File: src/sv/lz77_token_decompressor_defines.svh
// assertion macros used by the lz77 token decompressor rtl
// no dependencies; define ASSERT_OFF to compile the checks out
`ifndef LZ77_TOKEN_DECOMPRESSOR_DEFINES_SVH
`define LZ77_TOKEN_DECOMPRESSOR_DEFINES_SVH

`ifndef ASSERT_OFF
// labelled concurrent check on an explicit clock and active-low reset
`define LZD_ASSERT_CLK(lbl, clk, rstn, prop, msg) \
    lbl: assert property (@(posedge clk) disable iff (!rstn) prop) else $error(msg);
// same check on the block clock and reset
`define LZD_ASSERT(lbl, prop, msg) `LZD_ASSERT_CLK(lbl, aclk, aresetn, prop, msg)
`else
`define LZD_ASSERT_CLK(lbl, clk, rstn, prop, msg)
`define LZD_ASSERT(lbl, prop, msg)
`endif

`endif

File: src/sv/lzd_pkg.sv
// types, constants and helper functions of the lz77 token decompressor
// no dependencies; imported by every module of the block but lzd_ram
`default_nettype none

package lzd_pkg;

    localparam int BYTE_W            = 8;
    localparam int BYTES_PER_RESULT  = 8;
    localparam int OUT_BYTES_W       = BYTE_W * BYTES_PER_RESULT;
    localparam int OUT_COUNT_W       = 4;
    localparam int SLOT_W            = $clog2(BYTES_PER_RESULT);
    localparam int HISTORY_DEPTH_DEF = 8192;

    // produced-byte count saturates at the largest copy distance
    localparam int PRODUCED_W = 14;
    localparam logic [PRODUCED_W-1:0] PRODUCED_MAX = 14'd8192;

    // token fields
    localparam int OFF_HIGH_W = 5;
    localparam int LEN_CODE_W = 3;
    localparam int LIT_LEFT_W = 6;
    localparam int COPY_LEN_W = 9;
    localparam logic [LEN_CODE_W-1:0] LEN_CODE_LITERAL = 3'd0;
    localparam logic [LEN_CODE_W-1:0] LEN_CODE_LONG    = 3'd7;
    localparam logic [COPY_LEN_W-1:0] SHORT_COPY_BASE  = 9'd2;
    localparam logic [COPY_LEN_W-1:0] LONG_COPY_BASE   = 9'd9;

    typedef enum logic [1:0] {
        PH_HEADER,
        PH_LITERAL,
        PH_OFFSET,
        PH_LENGTH
    } phase_t;

    typedef enum logic [1:0] {
        ST_IDLE,
        ST_COPY,
        ST_ERR
    } ctrl_state_t;

    typedef struct packed {
        logic [OUT_BYTES_W-1:0] out_bytes;
        logic [OUT_COUNT_W-1:0] out_count;
        logic                   run_last;
        logic                   format_error;
    } result_t;

    // error word: no bytes, closes the run
    function automatic result_t err_result();
        result_t r;
        r.out_bytes    = '0;
        r.out_count    = '0;
        r.run_last     = 1'b1;
        r.format_error = 1'b1;
        return r;
    endfunction

    // one literal byte
    function automatic result_t literal_result(input logic [BYTE_W-1:0] b,
                                               input logic last);
        result_t r;
        r.out_bytes    = OUT_BYTES_W'(b);
        r.out_count    = OUT_COUNT_W'(1);
        r.run_last     = last;
        r.format_error = 1'b0;
        return r;
    endfunction

endpackage

`default_nettype wire

File: src/sv/lzd_outbuf.sv
// output holding register of the decompressor result channel
// depends on lzd_pkg for the result word type
`default_nettype none

module lzd_outbuf (
    input  wire logic                                aclk,
    input  wire logic                                aresetn,
    input  wire logic                                load,
    input  wire lzd_pkg::result_t                    res,
    output      logic                                free,
    output      logic                                m_valid,
    input  wire logic                                m_ready,
    output      logic [lzd_pkg::OUT_BYTES_W-1:0]     m_out_bytes,
    output      logic [lzd_pkg::OUT_COUNT_W-1:0]     m_out_count,
    output      logic                                m_run_last,
    output      logic                                m_format_error
);
    import lzd_pkg::*;

    logic    valid_reg;
    logic    valid_next;
    result_t word_reg;

    // slot free when empty or being taken this cycle
    assign free = !valid_reg || m_ready;

    always_comb begin
        valid_next = valid_reg;
        if (load) begin
            valid_next = 1'b1;
        end else if (m_ready) begin
            valid_next = 1'b0;
        end
    end

    always_ff @(posedge aclk) begin
        if (!aresetn) begin
            valid_reg <= 1'b0;
        end else begin
            valid_reg <= valid_next;
        end
    end

    // payload, no reset
    always_ff @(posedge aclk) begin
        if (load) begin
            word_reg <= res;
        end
    end

    assign m_valid        = valid_reg;
    assign m_out_bytes    = word_reg.out_bytes;
    assign m_out_count    = word_reg.out_count;
    assign m_run_last     = word_reg.run_last;
    assign m_format_error = word_reg.format_error;

endmodule

`default_nettype wire

File: config.mk
export PLATFORM = sky130hd
export DESIGN_NAME = lzd_outbuf
export DESIGN_NICKNAME = d
export VERILOG_FILES = /design/src/sv/lz77_token_decompressor_defines.svh /design/src/sv/lzd_pkg.sv /design/src/sv/lzd_outbuf.sv
export SDC_FILE = /design/constraint.sdc
export NUM_CORES = 1
export LEC_CHECK = 0
export BUFFER_PORTS_ARGS = -buffer_cell sky130_fd_sc_hd__buf_2
export CORE_UTILIZATION = 40
export CTS_BUF_LIST = sky130_fd_sc_hd__clkbuf_2
export DETAILED_ROUTE_END_ITERATION = 8
export MAX_ROUTING_LAYER = met4
export PLACE_DENSITY = 0.86
export SLEW_MARGIN = 10
export SYNTH_ARGS = -nofsm -noshare
export SYNTH_HDL_FRONTEND = slang
export SYNTH_SLANG_ARGS = --single-unit
File: constraint.sdc
create_clock -name aclk -period 0.8 [get_ports aclk]
set_input_delay 0.04 -clock aclk [delete_from_list [all_inputs] [get_ports aclk]]
set_output_delay 0.04 -clock aclk [all_outputs]
set_load 0.005 [all_outputs]
==> results.md <==
- DR iter-0 viols: 63
- CTS clock-pin slew for the worst setup and hold paths: 190 ps
- CP max stage cell: edfxtp_1
- Initial antenna violation count: 0
- CTS tree: built
- Vias in the first global route: 1751
- CTS Buf Count: 9
- DR top layer: met4
- Worst-Skew Late Latency: about 470 ps
- CP Max Fanout: 1
- I/O pin total: 146
- Clock Skew: 0 ps
- Util after Layout: 0.752
- Non-filler cells, final: 379
- Final Cycle Share: 1.38
- DIE AREA: 0.00567 mm2
- Routability congestion estimate: 0.679
- Chip width: 75.3 um
- Vias: 1641
- Peak Freq: 908 MHz
- ANT nets after route: 0
- Hold buffers post-CTS: between 70 and 80
- CTS H-tree lvls: 3
- Area growth syn-to-layout: 79.6%
- Worst slack, placed: 63.2 ps
- Core area: 0.00514 mm2
- Unique masters post-synth: 5
- Initial Utilization: 0.418
- CP Capture Type: output pin
- Share of post-route cells with drive strength above 1: 0.528
- # diodes: 0
- Synth warn: 0
- Fin crit period: 1100 ps
- Crit-path max cell delay: 440 ps
- Crit path max-delay family: flip-flops
- Met3 WL: 421 um
- Hold Fails Final Rpt: 1
- Outcome: finished, violations left
- Synth Net Count: around 150
- Global-route wire length before repair: 8080 um
- DR WL/cell: between 15 and 20 um
- Seq cells post-synth: 71
- Setup-failing EPs final: 72
- Hold WS: -48.6 ps
- Critical path class: flop to output pin
- Sequential fraction of the synthesis area: 0.987
- Syn Std Cell Area: 0.00215 mm2
- Via density: 4.33
- Critical-path cell list: buf_2
- VDD IR max: 0.00127 V
- GR Util All Layers: 0.219
- Cells after Synth: between 70 and 80
- Num rows: 26
- P_leak: 1.68 nW
- Root buf cell: clkbuf_2
- Max cap viols: 0
- CP required: ~760 ps
- Power after layout: ~7.5 mW
- Setup ws final: -302 ps
- Most frequent cells in the layout: 143 x buf_2, 71 x dlygate4sd3_1, 70 x edfxtp_1
- Unrepaired setup endpoints after global routing: yes
- Relative slew slack: 0.852
- Total wire length: 5730 um
- CP Buf/Inv Count: 1
- Met2 routed wirelength: 3190 um
- DIE HEIGHT: 75.3 um
- DR pass1 iterations: 4
- Arrival time at the worst endpoint: 1060 ps
- Port Buffers: between 100 and 150
- Failing checks: negative hold slack, negative setup slack
- Met1 WL: 2010 um
- Critical Path Start Type: flop
- Commonest non-fill, non-tap cell in the layout: buf_2
- DRC: 0
- Placed insts: slightly below 300
- Avg Inst Size Synth: 29.1 um2
- CTS Buffer Depth: 2
- Pin count of the biggest net entering global routing: 40
- Min-Delay Path Class: primary input to flop
- Clock Sinks: 71
- Max-slew violation count: 0
- Final TNS setup: -17270 ps
- P per Cell Area: 1950 mW/mm2
- FILL cells: ~340
- Grt total ovfl: 0
- Layout Nets: 378
- Worst-Margin Slew: 222 ps
## tightest hold or removal path, delay by kind of cell
kind	cells	cell delay (ps)
and+or+nand+nor	1	130
buffers and inverters	2	200
AOI/OAI and AO/OA	1	40
## cell usage after synthesis
library cell,count,area (um2)
edfxtp_1,70,2100
dfxtp_1,1,20.0
a21boi_2,1,11.3
nand2b_4,1,13.8
inv_1,1,3.75
## sequential cells by signal (all words and copies together), names as in the netlist
| signal | flops |
|---|---|
| m_out_count | 4 |
| m_run_last | 1 |
| m_format_error | 1 |
| m_out_bytes | 64 |
| m_valid | 1 |
## logic make-up after synthesis
| kind of cell | count (synthesis) | synth area share |
|---|---|---|
| buffers and inverters | 1 | 0.00174 |
| DFF | 71 | 0.987 |
| AOI/OAI and AO/OA | 1 | 0.00524 |
| and+or+nand+nor | 1 | 0.00640 |
## where the power goes
part | leakage (nW) | total (mW) | switching [mW] | internal [mW]
clock network | 0.0761 | 2.16 | 1.15 | 1.01
logic | 0.910 | 0.898 | 0.335 | 0.564
registers | 0.694 | 4.48 | 0.0816 | 4.40
total | 1.68 | 7.54 | 1.56 | 5.98
## timing repair
item	CTS	global route
gates resized for setup	2	2
pin swaps	0	1
endpoints found under the hold margin	71	1
setup buffers	0	1
endpoints found under the setup margin	72	72
## final timing paths
path,start,to,slack [ps],cells after the start
setup / recovery,m_out_bytes[50],m_out_bytes[50],-300,1
hold / removal,m_ready,m_valid,-50,4
setup reg to reg,m_valid,m_valid,30,3
hold reg to reg,m_valid,m_valid,640,3
## final cells by class
cell class | instances | area (um2) | area share
clock buffers | 10 | 50.0 | 0.0130
clock inverters | 6 | 75.1 | 0.0194
inverters | 1 | 3.75 | 0.000972
multi-input cells | 2 | 25.0 | 0.00648
flip-flops and latches | 71 | 2130 | 0.550
well taps | 70 | 87.6 | 0.0227
repair buffers | 219 | 1500 | 0.387
## per-stage QoR
stage | hold WS, ps | instance area (um2)
detailed placement | 218 | 3000
global placement | 216 | 3000
finish | -48.6 | 3860
floorplan | 139 | 2150
global route | -92.6 | 3860
CTS | -210 | 3850
## layer usage
layer	vias up	global-route usage
li1	760	-
met2	98	0.394
met3	12	0.0608
met4	0	0.119
met1	771	0.213
met5	-	-
No activity file was read; power rests on OpenSTA's default activity.
