**src/sv/lz77_token_decompressor_defines.svh**
```systemverilog
// assertion macros used by the lz77 token decompressor rtl
// no dependencies; define ASSERT_OFF to compile the checks out
`ifndef LZ77_TOKEN_DECOMPRESSOR_DEFINES_SVH
`define LZ77_TOKEN_DECOMPRESSOR_DEFINES_SVH

`ifndef ASSERT_OFF
// labelled concurrent check on an explicit clock and active-low reset
`define LZD_ASSERT_CLK(lbl, clk, rstn, prop, msg) \
    lbl: assert property (@(posedge clk) disable iff (!rstn) prop) else $error(msg);
// same check on the block clock and reset
`define LZD_ASSERT(lbl, prop, msg) `LZD_ASSERT_CLK(lbl, aclk, aresetn, prop, msg)
`else
`define LZD_ASSERT_CLK(lbl, clk, rstn, prop, msg)
`define LZD_ASSERT(lbl, prop, msg)
`endif

`endif

```
**src/sv/lzd_pkg.sv**
```systemverilog
// types, constants and helper functions of the lz77 token decompressor
// no dependencies; imported by every module of the block but lzd_ram
`default_nettype none

package lzd_pkg;

    localparam int BYTE_W            = 8;
    localparam int BYTES_PER_RESULT  = 8;
    localparam int OUT_BYTES_W       = BYTE_W * BYTES_PER_RESULT;
    localparam int OUT_COUNT_W       = 4;
    localparam int SLOT_W            = $clog2(BYTES_PER_RESULT);
    localparam int HISTORY_DEPTH_DEF = 8192;

    // produced-byte count saturates at the largest copy distance
    localparam int PRODUCED_W = 14;
    localparam logic [PRODUCED_W-1:0] PRODUCED_MAX = 14'd8192;

    // token fields
    localparam int OFF_HIGH_W = 5;
    localparam int LEN_CODE_W = 3;
    localparam int LIT_LEFT_W = 6;
    localparam int COPY_LEN_W = 9;
    localparam logic [LEN_CODE_W-1:0] LEN_CODE_LITERAL = 3'd0;
    localparam logic [LEN_CODE_W-1:0] LEN_CODE_LONG    = 3'd7;
    localparam logic [COPY_LEN_W-1:0] SHORT_COPY_BASE  = 9'd2;
    localparam logic [COPY_LEN_W-1:0] LONG_COPY_BASE   = 9'd9;

    typedef enum logic [1:0] {
        PH_HEADER,
        PH_LITERAL,
        PH_OFFSET,
        PH_LENGTH
    } phase_t;

    typedef enum logic [1:0] {
        ST_IDLE,
        ST_COPY,
        ST_ERR
    } ctrl_state_t;

    typedef struct packed {
        logic [OUT_BYTES_W-1:0] out_bytes;
        logic [OUT_COUNT_W-1:0] out_count;
        logic                   run_last;
        logic                   format_error;
    } result_t;

    // error word: no bytes, closes the run
    function automatic result_t err_result();
        result_t r;
        r.out_bytes    = '0;
        r.out_count    = '0;
        r.run_last     = 1'b1;
        r.format_error = 1'b1;
        return r;
    endfunction

    // one literal byte
    function automatic result_t literal_result(input logic [BYTE_W-1:0] b,
                                               input logic last);
        result_t r;
        r.out_bytes    = OUT_BYTES_W'(b);
        r.out_count    = OUT_COUNT_W'(1);
        r.run_last     = last;
        r.format_error = 1'b0;
        return r;
    endfunction

endpackage

`default_nettype wire

```
**src/sv/lzd_ctrl.sv**
```systemverilog
// token parser and history copy sequencer of the lz77 decompressor
// depends on lzd_pkg; drives the history ram and the output register
`default_nettype none
`include "lz77_token_decompressor_defines.svh"

module lzd_ctrl #(
    parameter int HISTORY_DEPTH = lzd_pkg::HISTORY_DEPTH_DEF
) (
    input  wire logic                             aclk,
    input  wire logic                             aresetn,
    input  wire logic                             s_valid,
    output      logic                             s_ready,
    input  wire logic [lzd_pkg::BYTE_W-1:0]       s_compressed_byte,
    input  wire logic                             s_block_last,
    input  wire logic                             out_free,
    output      logic                             res_load,
    output      lzd_pkg::result_t                 res,
    output      logic                             ram_we,
    output      logic [$clog2(HISTORY_DEPTH)-1:0] ram_waddr,
    output      logic [lzd_pkg::BYTE_W-1:0]       ram_wdata,
    output      logic                             ram_re,
    output      logic [$clog2(HISTORY_DEPTH)-1:0] ram_raddr,
    input  wire logic [lzd_pkg::BYTE_W-1:0]       ram_rdata
);
    import lzd_pkg::*;

    localparam int AW = $clog2(HISTORY_DEPTH);
    localparam logic [AW:0]   DEPTH_W = (AW+1)'(HISTORY_DEPTH);
    localparam logic [AW-1:0] LAST_ADDR = AW'(HISTORY_DEPTH - 1);

    ctrl_state_t state_reg, state_next;
    phase_t      phase_reg, phase_next;

    logic [LIT_LEFT_W-1:0] literal_left_reg, literal_left_next;
    logic [OFF_HIGH_W-1:0] offset_high_reg, offset_high_next;
    logic [BYTE_W-1:0]     offset_low_reg, offset_low_next;
    logic [LEN_CODE_W-1:0] length_code_reg, length_code_next;
    logic [AW-1:0]         wp_reg, wp_next;
    logic [PRODUCED_W-1:0] produced_reg, produced_next;
    logic [AW-1:0]         src_reg, src_next;
    logic [COPY_LEN_W-1:0] left_reg, left_next;
    logic [SLOT_W-1:0]     cnt_reg, cnt_next;
    logic [BYTES_PER_RESULT-1:0][BYTE_W-1:0] acc_reg, acc_next;
    logic                  dist_one_reg, dist_one_next;
    logic                  first_reg, first_next;
    logic [BYTE_W-1:0]     prev_byte_reg, prev_byte_next;
    logic                  clear_pending_reg, clear_pending_next;

    logic                  in_fire;
    logic [BYTE_W-1:0]     off_low_sel;
    logic [PRODUCED_W-1:0] copy_dist;
    logic                  too_far;
    logic [AW:0]           src_diff;
    logic [AW-1:0]         src0;
    logic [AW-1:0]         src_inc;
    logic [AW-1:0]         wp_inc;
    logic [PRODUCED_W-1:0] produced_inc;
    logic                  copy_start;
    logic [COPY_LEN_W-1:0] copy_len;
    logic                  trunc;
    logic [LIT_LEFT_W-1:0] lit_after;
    logic [BYTE_W-1:0]     copy_byte;
    logic                  copy_emit;
    logic                  copy_adv;
    logic [BYTES_PER_RESULT-1:0][BYTE_W-1:0] acc_fill;

    assign in_fire = s_valid && s_ready;

    // copy distance and first source address
    assign off_low_sel = (phase_reg == PH_OFFSET) ? s_compressed_byte : offset_low_reg;
    assign copy_dist   = {1'b0, offset_high_reg, off_low_sel} + PRODUCED_W'(1);
    assign too_far     = copy_dist > produced_reg;

    always_comb begin
        src_diff = {1'b0, wp_reg} - (AW+1)'(copy_dist);
        if ({1'b0, wp_reg} < (AW+1)'(copy_dist)) begin
            src_diff = src_diff + DEPTH_W;
        end
    end
    assign src0 = src_diff[AW-1:0];

    // circular pointer steps and saturating count
    assign src_inc      = (src_reg == LAST_ADDR) ? '0 : src_reg + AW'(1);
    assign wp_inc       = (wp_reg == LAST_ADDR) ? '0 : wp_reg + AW'(1);
    assign produced_inc = (produced_reg == PRODUCED_MAX) ? produced_reg
                                                         : produced_reg + PRODUCED_W'(1);

    // byte being copied: distance one reads the byte pushed just before
    assign copy_byte = (dist_one_reg && !first_reg) ? prev_byte_reg : ram_rdata;
    assign copy_emit = (cnt_reg == SLOT_W'(BYTES_PER_RESULT - 1)) ||
                       (left_reg == COPY_LEN_W'(1));
    assign copy_adv  = !copy_emit || out_free;

    always_comb begin
        acc_fill          = acc_reg;
        acc_fill[cnt_reg] = copy_byte;
    end

    assign lit_after = (literal_left_reg != '0) ? literal_left_reg - LIT_LEFT_W'(1) : '0;
    assign copy_len  = (phase_reg == PH_LENGTH)
                     ? LONG_COPY_BASE + COPY_LEN_W'(s_compressed_byte)
                     : SHORT_COPY_BASE + COPY_LEN_W'(length_code_reg);

    // does the accepted word open a copy
    always_comb begin
        copy_start = 1'b0;
        if (in_fire && !too_far) begin
            if (phase_reg == PH_LENGTH) begin
                copy_start = 1'b1;
            end else if (phase_reg == PH_OFFSET && length_code_reg != LEN_CODE_LONG) begin
                copy_start = 1'b1;
            end
        end
    end

    assign trunc = s_block_last && (lit_after != '0);

    // next state
    always_comb begin
        state_next = state_reg;
        case (state_reg)
            ST_IDLE: begin
                if (copy_start) begin
                    state_next = ST_COPY;
                end else if (in_fire && phase_reg == PH_LITERAL && trunc) begin
                    state_next = ST_ERR;
                end
            end
            ST_COPY: begin
                if (copy_adv && left_reg == COPY_LEN_W'(1)) begin
                    state_next = ST_IDLE;
                end
            end
            ST_ERR: begin
                if (out_free) begin
                    state_next = ST_IDLE;
                end
            end
            default: state_next = ST_IDLE;
        endcase
    end

    // handshake output
    always_comb begin
        case (state_reg)
            ST_IDLE: s_ready = out_free;
            default: s_ready = 1'b0;
        endcase
    end

    // parser, history access and result words
    always_comb begin
        phase_next         = phase_reg;
        literal_left_next  = literal_left_reg;
        offset_high_next   = offset_high_reg;
        offset_low_next    = offset_low_reg;
        length_code_next   = length_code_reg;
        wp_next            = wp_reg;
        produced_next      = produced_reg;
        src_next           = src_reg;
        left_next          = left_reg;
        cnt_next           = cnt_reg;
        acc_next           = acc_reg;
        dist_one_next      = dist_one_reg;
        first_next         = first_reg;
        prev_byte_next     = prev_byte_reg;
        clear_pending_next = clear_pending_reg;
        res_load           = 1'b0;
        res                = err_result();
        ram_we             = 1'b0;
        ram_waddr          = wp_reg;
        ram_wdata          = s_compressed_byte;
        ram_re             = 1'b0;
        ram_raddr          = src0;

        case (state_reg)
            ST_IDLE: begin
                if (in_fire) begin
                    case (phase_reg)
                        PH_HEADER: begin
                            length_code_next = s_compressed_byte[7:5];
                            if (s_compressed_byte[7:5] == LEN_CODE_LITERAL) begin
                                literal_left_next = {1'b0, s_compressed_byte[4:0]}
                                                  + LIT_LEFT_W'(1);
                                phase_next = PH_LITERAL;
                            end else begin
                                offset_high_next = s_compressed_byte[4:0];
                                phase_next       = PH_OFFSET;
                            end
                            // header cut off by block end
                            if (s_block_last) begin
                                res_load = 1'b1;
                                res      = err_result();
                            end
                        end
                        PH_LITERAL: begin
                            ram_we            = 1'b1;
                            wp_next           = wp_inc;
                            produced_next     = produced_inc;
                            literal_left_next = lit_after;
                            if (lit_after == '0) begin
                                phase_next = PH_HEADER;
                            end
                            res_load = 1'b1;
                            res      = literal_result(s_compressed_byte, !trunc);
                        end
                        PH_OFFSET: begin
                            offset_low_next = s_compressed_byte;
                            if (length_code_reg == LEN_CODE_LONG) begin
                                phase_next = PH_LENGTH;
                                if (s_block_last) begin
                                    res_load = 1'b1;
                                    res      = err_result();
                                end
                            end else begin
                                phase_next = PH_HEADER;
                                if (too_far) begin
                                    res_load = 1'b1;
                                    res      = err_result();
                                end
                            end
                        end
                        PH_LENGTH: begin
                            phase_next = PH_HEADER;
                            if (too_far) begin
                                res_load = 1'b1;
                                res      = err_result();
                            end
                        end
                        default: phase_next = PH_HEADER;
                    endcase

                    // arm the copy and fetch its first byte
                    if (copy_start) begin
                        ram_re             = 1'b1;
                        ram_raddr          = src0;
                        src_next           = src0;
                        left_next          = copy_len;
                        cnt_next           = '0;
                        acc_next           = '0;
                        first_next         = 1'b1;
                        dist_one_next      = (copy_dist == PRODUCED_W'(1));
                        clear_pending_next = s_block_last;
                    end

                    // block end: parser and count back to start
                    if (s_block_last) begin
                        phase_next        = PH_HEADER;
                        literal_left_next = '0;
                        if (!copy_start) begin
                            produced_next = '0;
                        end
                    end
                end
            end
            ST_COPY: begin
                if (copy_adv) begin
                    ram_we         = 1'b1;
                    ram_wdata      = copy_byte;
                    wp_next        = wp_inc;
                    produced_next  = produced_inc;
                    prev_byte_next = copy_byte;
                    first_next     = 1'b0;
                    left_next      = left_reg - COPY_LEN_W'(1);
                    if (copy_emit) begin
                        res_load           = 1'b1;
                        res.out_bytes      = acc_fill;
                        res.out_count      = {1'b0, cnt_reg} + OUT_COUNT_W'(1);
                        res.run_last       = (left_reg == COPY_LEN_W'(1));
                        res.format_error   = 1'b0;
                        acc_next           = '0;
                        cnt_next           = '0;
                    end else begin
                        acc_next = acc_fill;
                        cnt_next = cnt_reg + SLOT_W'(1);
                    end
                    if (left_reg != COPY_LEN_W'(1)) begin
                        ram_re    = 1'b1;
                        ram_raddr = src_inc;
                        src_next  = src_inc;
                    end else if (clear_pending_reg) begin
                        produced_next = '0;
                    end
                end
            end
            ST_ERR: begin
                if (out_free) begin
                    res_load = 1'b1;
                    res      = err_result();
                end
            end
            default: begin
                res_load = 1'b0;
            end
        endcase
    end

    // control state
    always_ff @(posedge aclk) begin
        if (!aresetn) begin
            state_reg         <= ST_IDLE;
            phase_reg         <= PH_HEADER;
            literal_left_reg  <= '0;
            offset_high_reg   <= '0;
            offset_low_reg    <= '0;
            length_code_reg   <= '0;
            wp_reg            <= '0;
            produced_reg      <= '0;
            left_reg          <= '0;
            cnt_reg           <= '0;
            first_reg         <= 1'b0;
            dist_one_reg      <= 1'b0;
            clear_pending_reg <= 1'b0;
        end else begin
            state_reg         <= state_next;
            phase_reg         <= phase_next;
            literal_left_reg  <= literal_left_next;
            offset_high_reg   <= offset_high_next;
            offset_low_reg    <= offset_low_next;
            length_code_reg   <= length_code_next;
            wp_reg            <= wp_next;
            produced_reg      <= produced_next;
            left_reg          <= left_next;
            cnt_reg           <= cnt_next;
            first_reg         <= first_next;
            dist_one_reg      <= dist_one_next;
            clear_pending_reg <= clear_pending_next;
        end
    end

    // copy datapath, no reset
    always_ff @(posedge aclk) begin
        src_reg       <= src_next;
        acc_reg       <= acc_next;
        prev_byte_reg <= prev_byte_next;
    end

    `LZD_ASSERT(a_load_when_free, res_load |-> out_free, "result word loaded into a busy slot")
    `LZD_ASSERT(a_copy_has_bytes, (state_reg == ST_COPY) |-> (left_reg != '0), "copy with no bytes left")
    `LZD_ASSERT(a_err_word_shape, (res_load && res.format_error) |-> (res.out_count == '0 && res.run_last), "malformed error word")
    `LZD_ASSERT(a_produced_sat, produced_reg <= PRODUCED_MAX, "produced count beyond saturation")

endmodule

`default_nettype wire

```
**config.mk**
```make
export PLATFORM = sky130hd
export DESIGN_NAME = lzd_ctrl
export DESIGN_NICKNAME = d
export VERILOG_FILES = /design/src/sv/lzd_pkg.sv /design/src/sv/lzd_ctrl.sv
export VERILOG_INCLUDE_DIRS = /design/src /design/src/sv
export SDC_FILE = /design/constraint.sdc
export NUM_CORES = 1
export LEC_CHECK = 0
export BUFFER_PORTS_ARGS = -buffer_cell sky130_fd_sc_hd__buf_2
export CORE_UTILIZATION = 49
export CTS_CLUSTER_SIZE = 16
export DETAILED_ROUTE_END_ITERATION = 8
export GPL_TIMING_DRIVEN = 0
export HOLD_SLACK_MARGIN = 0.02
export PLACE_DENSITY = 0.75
export SYNTH_ARGS = -nofsm -noshare
export SYNTH_HDL_FRONTEND = slang
export SYNTH_SLANG_ARGS = --single-unit
```
**constraint.sdc**
```tcl
create_clock -name aclk -period 7 [get_ports aclk]
set_input_delay 0.35 -clock aclk [delete_from_list [all_inputs] [get_ports aclk]]
set_output_delay 0.35 -clock aclk [all_outputs]
set_load 0.01 [all_outputs]
```
==> report_table.html <==
<table>
<tr><th>Metric</th><th>Value</th></tr>
<tr><th colspan="2">Clocking</th></tr>
<tr><td>CTS H-tree lvls</td><td>4</td></tr>
<tr><td>Clock tree from TritonCTS</td><td>done</td></tr>
<tr><td>Maximum number of buffers from clock root to sink</td><td>2</td></tr>
<tr><td>CTS root buf</td><td>clkbuf_16</td></tr>
<tr><td>Post CTS Setup Buffer Count</td><td>0</td></tr>
<tr><td>Worst-skew pair later-pin latency</td><td>0.45 ns</td></tr>
<tr><td>Count of hold buffers inserted by post-cts repair</td><td>0</td></tr>
<tr><td>Number of sinks driven by the clock tree</td><td>153</td></tr>
<tr><td>Resized cells post-CTS</td><td>0</td></tr>
<tr><td>Number of clock buffers inserted by TritonCTS</td><td>17</td></tr>
<tr><td>Clock transition at the registers of the reported paths</td><td>0.07 ns</td></tr>
<tr><th colspan="2">Setup path</th></tr>
<tr><td>Required time worst endpoint</td><td>6.65 ns</td></tr>
<tr><td>Cell with the most instances on the worst path</td><td>clkbuf_1</td></tr>
<tr><td>Data arrival at the endpoint of the critical path</td><td>5.84 ns</td></tr>
<tr><td>Top Family by Delay on Critical Path</td><td>buffers and inverters</td></tr>
<tr><td>Endpoint type of the worst setup path</td><td>output pin</td></tr>
<tr><td>CP max stage delay</td><td>0.48 ns</td></tr>
<tr><td>Kind of launch point of the worst setup path</td><td>flop</td></tr>
<tr><td>Critical path, cell by cell</td><td>clkbuf_1 &gt; nor2b_1 &gt; clkbuf_1 &gt; buf_1 &gt; mux2i_1 &gt; inv_1 &gt; ha_1 &gt; clkbuf_1 &gt; and3_1 &gt; o2111ai_1 &gt; xnor2_1 &gt; ha_1 &gt; nand4_1 &gt; nor2_1 &gt; nor4b_1 &gt; a22oi_1 &gt; and2_1 &gt; clkbuf_1 &gt; nand2_1 &gt; buf_2</td></tr>
<tr><td>Critical Path Fanout Max</td><td>10</td></tr>
<tr><td>Cell depth of the worst flop-to-flop path</td><td>19</td></tr>
<tr><td>Logic depth of the worst path, buffers included</td><td>20</td></tr>
<tr><td>Critical-path top delay cell</td><td>a22oi_1</td></tr>
<tr><td>Crit path buffers/inverters</td><td>7</td></tr>
<tr><td>Crit path kind</td><td>reg -&gt; out</td></tr>
<tr><th colspan="2">Worst hold path</th></tr>
<tr><td>Cell depth of the worst hold path</td><td>3</td></tr>
<tr><td>Worst hold path class</td><td>in -&gt; reg</td></tr>
<tr><th colspan="2">Route</th></tr>
<tr><td>Routed WL</td><td>30,180 um</td></tr>
<tr><td>Average wire per cell in the routed design</td><td>17.94 um</td></tr>
<tr><td>Number of vias after detailed routing</td><td>9,836</td></tr>
<tr><td>Count of antenna-violating nets left after detailed routing</td><td>0</td></tr>
<tr><td>Number of DRC violations after detailed-routing iteration 0</td><td>785</td></tr>
<tr><td>Vias per std cell</td><td>5.848</td></tr>
<tr><td>First-pass iteration count of the detailed router</td><td>8</td></tr>
<tr><td>Post-route DRC violation count</td><td>0</td></tr>
<tr><th colspan="2">Finish</th></tr>
<tr><td>Register cell area after layout</td><td>0.003914 mm2</td></tr>
<tr><td>Final core utilization</td><td>58.73%</td></tr>
<tr><td>Proportion of layout cells with a drive suffix above 1</td><td>13.06%</td></tr>
<tr><td>Non-filler cells in the finished layout</td><td>1,682</td></tr>
<tr><td>Count of fill cells added during filler insertion</td><td>1,887</td></tr>
<tr><td># nets final</td><td>1,465</td></tr>
<tr><td>Flip-flop count of the largest register after layout</td><td>64</td></tr>
<tr><td>Layout Area Growth over Synthesis</td><td>16.24%</td></tr>
<tr><td>Total area of multi-input combinational cells</td><td>0.005530 mm2</td></tr>
<tr><th colspan="2">Timing</th></tr>
<tr><td>Final clock period utilization by the worst path</td><td>88.36%</td></tr>
<tr><td>RSZ-0062 raised after global routing</td><td>false</td></tr>
<tr><td>Transition time at the pin with the least slew margin</td><td>1.259 ns</td></tr>
<tr><td>Max-slew violations</td><td>0</td></tr>
<tr><td>Minimum period implied by the final worst setup slack</td><td>6.185 ns</td></tr>
<tr><td>Highest attainable clock frequency</td><td>0.1617 GHz</td></tr>
<tr><td>Total negative setup slack</td><td>0 ns</td></tr>
<tr><td>Final-report hold violation count</td><td>0</td></tr>
<tr><td>Fin Clk Skew</td><td>0.02512 ns</td></tr>
<tr><td>Max_slew headroom</td><td>13.69%</td></tr>
<tr><td>Count of endpoints failing setup in the final report</td><td>0</td></tr>
<tr><th colspan="2">Floorplan</th></tr>
<tr><td>Initial Util</td><td>50.53%</td></tr>
<tr><td>Row Count</td><td>51</td></tr>
<tr><td>Die width</td><td>144.4 um</td></tr>
<tr><td>Die area</td><td>0.02084 mm2</td></tr>
<tr><td>Die Y</td><td>144.4 um</td></tr>
<tr><td>Number of top-level pins</td><td>129</td></tr>
<tr><td>Core region area</td><td>0.01965 mm2</td></tr>
<tr><th colspan="2">Global route</th></tr>
<tr><td>Number of global-route vias before repair</td><td>9,133</td></tr>
<tr><td>Overall Global Routing Usage</td><td>29.61%</td></tr>
<tr><td>Global-route wire length before repair</td><td>47,060 um</td></tr>
<tr><td>Antenna violations before repair</td><td>0</td></tr>
<tr><td>GRT Residual Overflow</td><td>0</td></tr>
<tr><td>Largest net degree at the start of global routing</td><td>35</td></tr>
<tr><th colspan="2">Synthesis</th></tr>
<tr><td>Synth Instances</td><td>1,258</td></tr>
<tr><td>Post-synth top flop</td><td>edfxtp_1</td></tr>
<tr><td>Post-Syn Nets</td><td>1,320</td></tr>
<tr><td>Flip-flop and latch count after synthesis</td><td>153</td></tr>
<tr><td>Combined area of all synthesized cells</td><td>0.009931 mm2</td></tr>
<tr><td>Avg Synthesized Cell Area</td><td>7.894 um2</td></tr>
<tr><td>Number of enable flip-flop cells after synthesis</td><td>85</td></tr>
<tr><td>Sequential-to-total area share from yosys stat</td><td>39.41%</td></tr>
<tr><td>Count of cell types in the netlist</td><td>68</td></tr>
<tr><td>Share of synthesized registers carrying an async set or reset</td><td>0%</td></tr>
<tr><td>Synth warn</td><td>0</td></tr>
<tr><th colspan="2">Placed design</th></tr>
<tr><td>Total half-perimeter wirelength after legalization and detailed placement</td><td>22,340 um</td></tr>
<tr><td>Post-Place Cells</td><td>1,649</td></tr>
<tr><td>PortBufs</td><td>124</td></tr>
<tr><td>Gp weighted congestion</td><td>0.9317</td></tr>
<tr><th colspan="2">Job</th></tr>
<tr><td>Total of max-cap violations</td><td>0</td></tr>
<tr><th colspan="2">Pwr</th></tr>
<tr><td>Final Power</td><td>2.212 mW</td></tr>
<tr><td>Maximum vdd drop</td><td>0.0001430 V</td></tr>
<tr><td>Leakage power</td><td>4.720 nW</td></tr>
<tr><td>Power per cell area</td><td>191.6 mW/mm2</td></tr>
<tr><th colspan="2">Outcome</th></tr>
<tr><td>Result of the run</td><td>finished clean</td></tr>
</table>
-- synthesized netlist by cell type (all sizes together) (4+ instances only) --
cell / number / area share [%]
a31oi: 9 / 0.57
nor4b: 4 / 0.35
nand3: 59 / 3.0
nor2b: 8 / 0.50
nand2: 111 / 4.2
o31ai: 6 / 0.45
and2: 7 / 0.44
mux2: 6 / 0.68
xnor2: 30 / 2.6
mux2i: 25 / 2.5
and4: 4 / 0.35
xor2: 24 / 2.1
buf: 11 / 0.52
a22oi: 6 / 0.45
o2111ai: 5 / 0.44
nand4: 15 / 0.94
and3: 15 / 0.94
dfxtp: 68 / 14
nor4: 7 / 0.44
o211ai: 10 / 0.76
inv: 52 / 2.0
a211oi: 9 / 0.68
edfxtp: 85 / 26
o21ai: 71 / 3.7
or3: 11 / 0.69
nor3: 25 / 1.3
nand2b: 10 / 0.63
a21oi: 137 / 6.9
nor2: 274 / 11
ha: 40 / 5.0
clkbuf: 65 / 2.5
-- routing by layer --
| metal | track usage [%] | vias up | wire length, um |
|---|---|---|---|
| met5 | 0 | - | 0 |
| met3 | 5.397 | 93 | 2502 |
| met4 | 13.63 | 0 | 1031 |
| li1 | - | 4701 | - |
| met1 | 38.13 | 4530 | 12620 |
| met2 | 48.10 | 512 | 14030 |
-- cells by family (layout without fill, tap and decap cells) --
| family | Yosys count | after routing | share of synthesized area, % |
|---|---|---|---|
| AND/OR/NAND/NOR | 566 | 566 | 25.53 |
| AO/OA/AOI/OAI | 284 | 284 | 16.66 |
| flip-flops | 153 | 153 | 39.41 |
| buffers and inverters | 128 | 286 | 4.977 |
| XOR/XNOR | 55 | 55 | 4.989 |
| adder cells (fa/ha/maj) | 41 | 41 | 5.241 |
| multiplexers | 31 | 31 | 3.200 |
| other | 0 | 1 | 0 |
-- area by class of cell --
type | count | area share [%]
clock inverters | 15 | 1.604
diodes | 1 | 0.02168
clock buffers | 17 | 3.685
repair buffers | 126 | 5.723
well taps | 265 | 2.872
inverters | 52 | 1.713
plain buffers | 76 | 2.569
multi-input cells | 977 | 47.91
flip-flops and latches | 153 | 33.90
-- power breakdown --
group	switching [mW]	internal, mW	total (mW)
clock	0.465	0.487	0.951
combinational	0.191	0.102	0.293
sequential	0.0106	0.957	0.967
-- through the flow --
| stage | instance area [um2] | setup WS (ns) | hold WS [ns] |
|---|---|---|---|
| floorplan | 9933 | 1.005 | 0.4301 |
| finish | 11540 | 0.8147 | 0.2696 |
| CTS | 11540 | 0.8981 | 0.2662 |
| global placement | 10890 | -0.6756 | 0.4396 |
| detailed placement | 10930 | 1.208 | 0.4521 |
| global route | 11540 | 0.4614 | 0.2920 |
-- worst paths after layout --
path	start	to	slack, ns
max	phase_reg[1]	ram_re	0.81
min reg2reg	dist_one_reg	dist_one_reg	0.46
min	aresetn	produced_reg[3]	0.27
max reg2reg	phase_reg[1]	src_reg[5]	1.10
-- worst register-to-register path: stages, from the launching register on --
cell,delay [ns]
dfxtp_1,0.31
clkbuf_1,0.29
nor2b_1,0.18
clkbuf_1,0.27
buf_1,0.44
mux2i_1,0.27
inv_1,0.15
ha_1,0.16
clkbuf_1,0.36
and3_1,0.30
o2111ai_1,0.16
xnor2_1,0.46
ha_1,0.33
nand4_1,0.12
nor2_1,0.07
nor4b_1,0.15
a22oi_1,0.48
and2_1,0.20
clkbuf_1,0.34
nand2_1,0.46
-- cells in the final DEF, fill, tap and decap left out, types with 7 or more instances in the layout --
cell type / count
a211oi_1: 9
a21oi_1: 137
a31oi_1: 9
and3_1: 15
buf_2: 129
clkbuf_1: 64
clkbuf_16: 17
dfxtp_1: 68
edfxtp_1: 85
ha_1: 40
inv_1: 50
inv_8: 7
mux2i_1: 25
nand2_1: 111
nand2b_1: 10
nand3_1: 59
nand4_1: 15
nor2_1: 272
nor2b_1: 8
nor3_1: 25
nor4_1: 7
o211ai_1: 10
o21ai_0: 68
or3_1: 11
xnor2_1: 30
xor2_1: 24
Note: power is estimated with default switching activity, not from simulation.
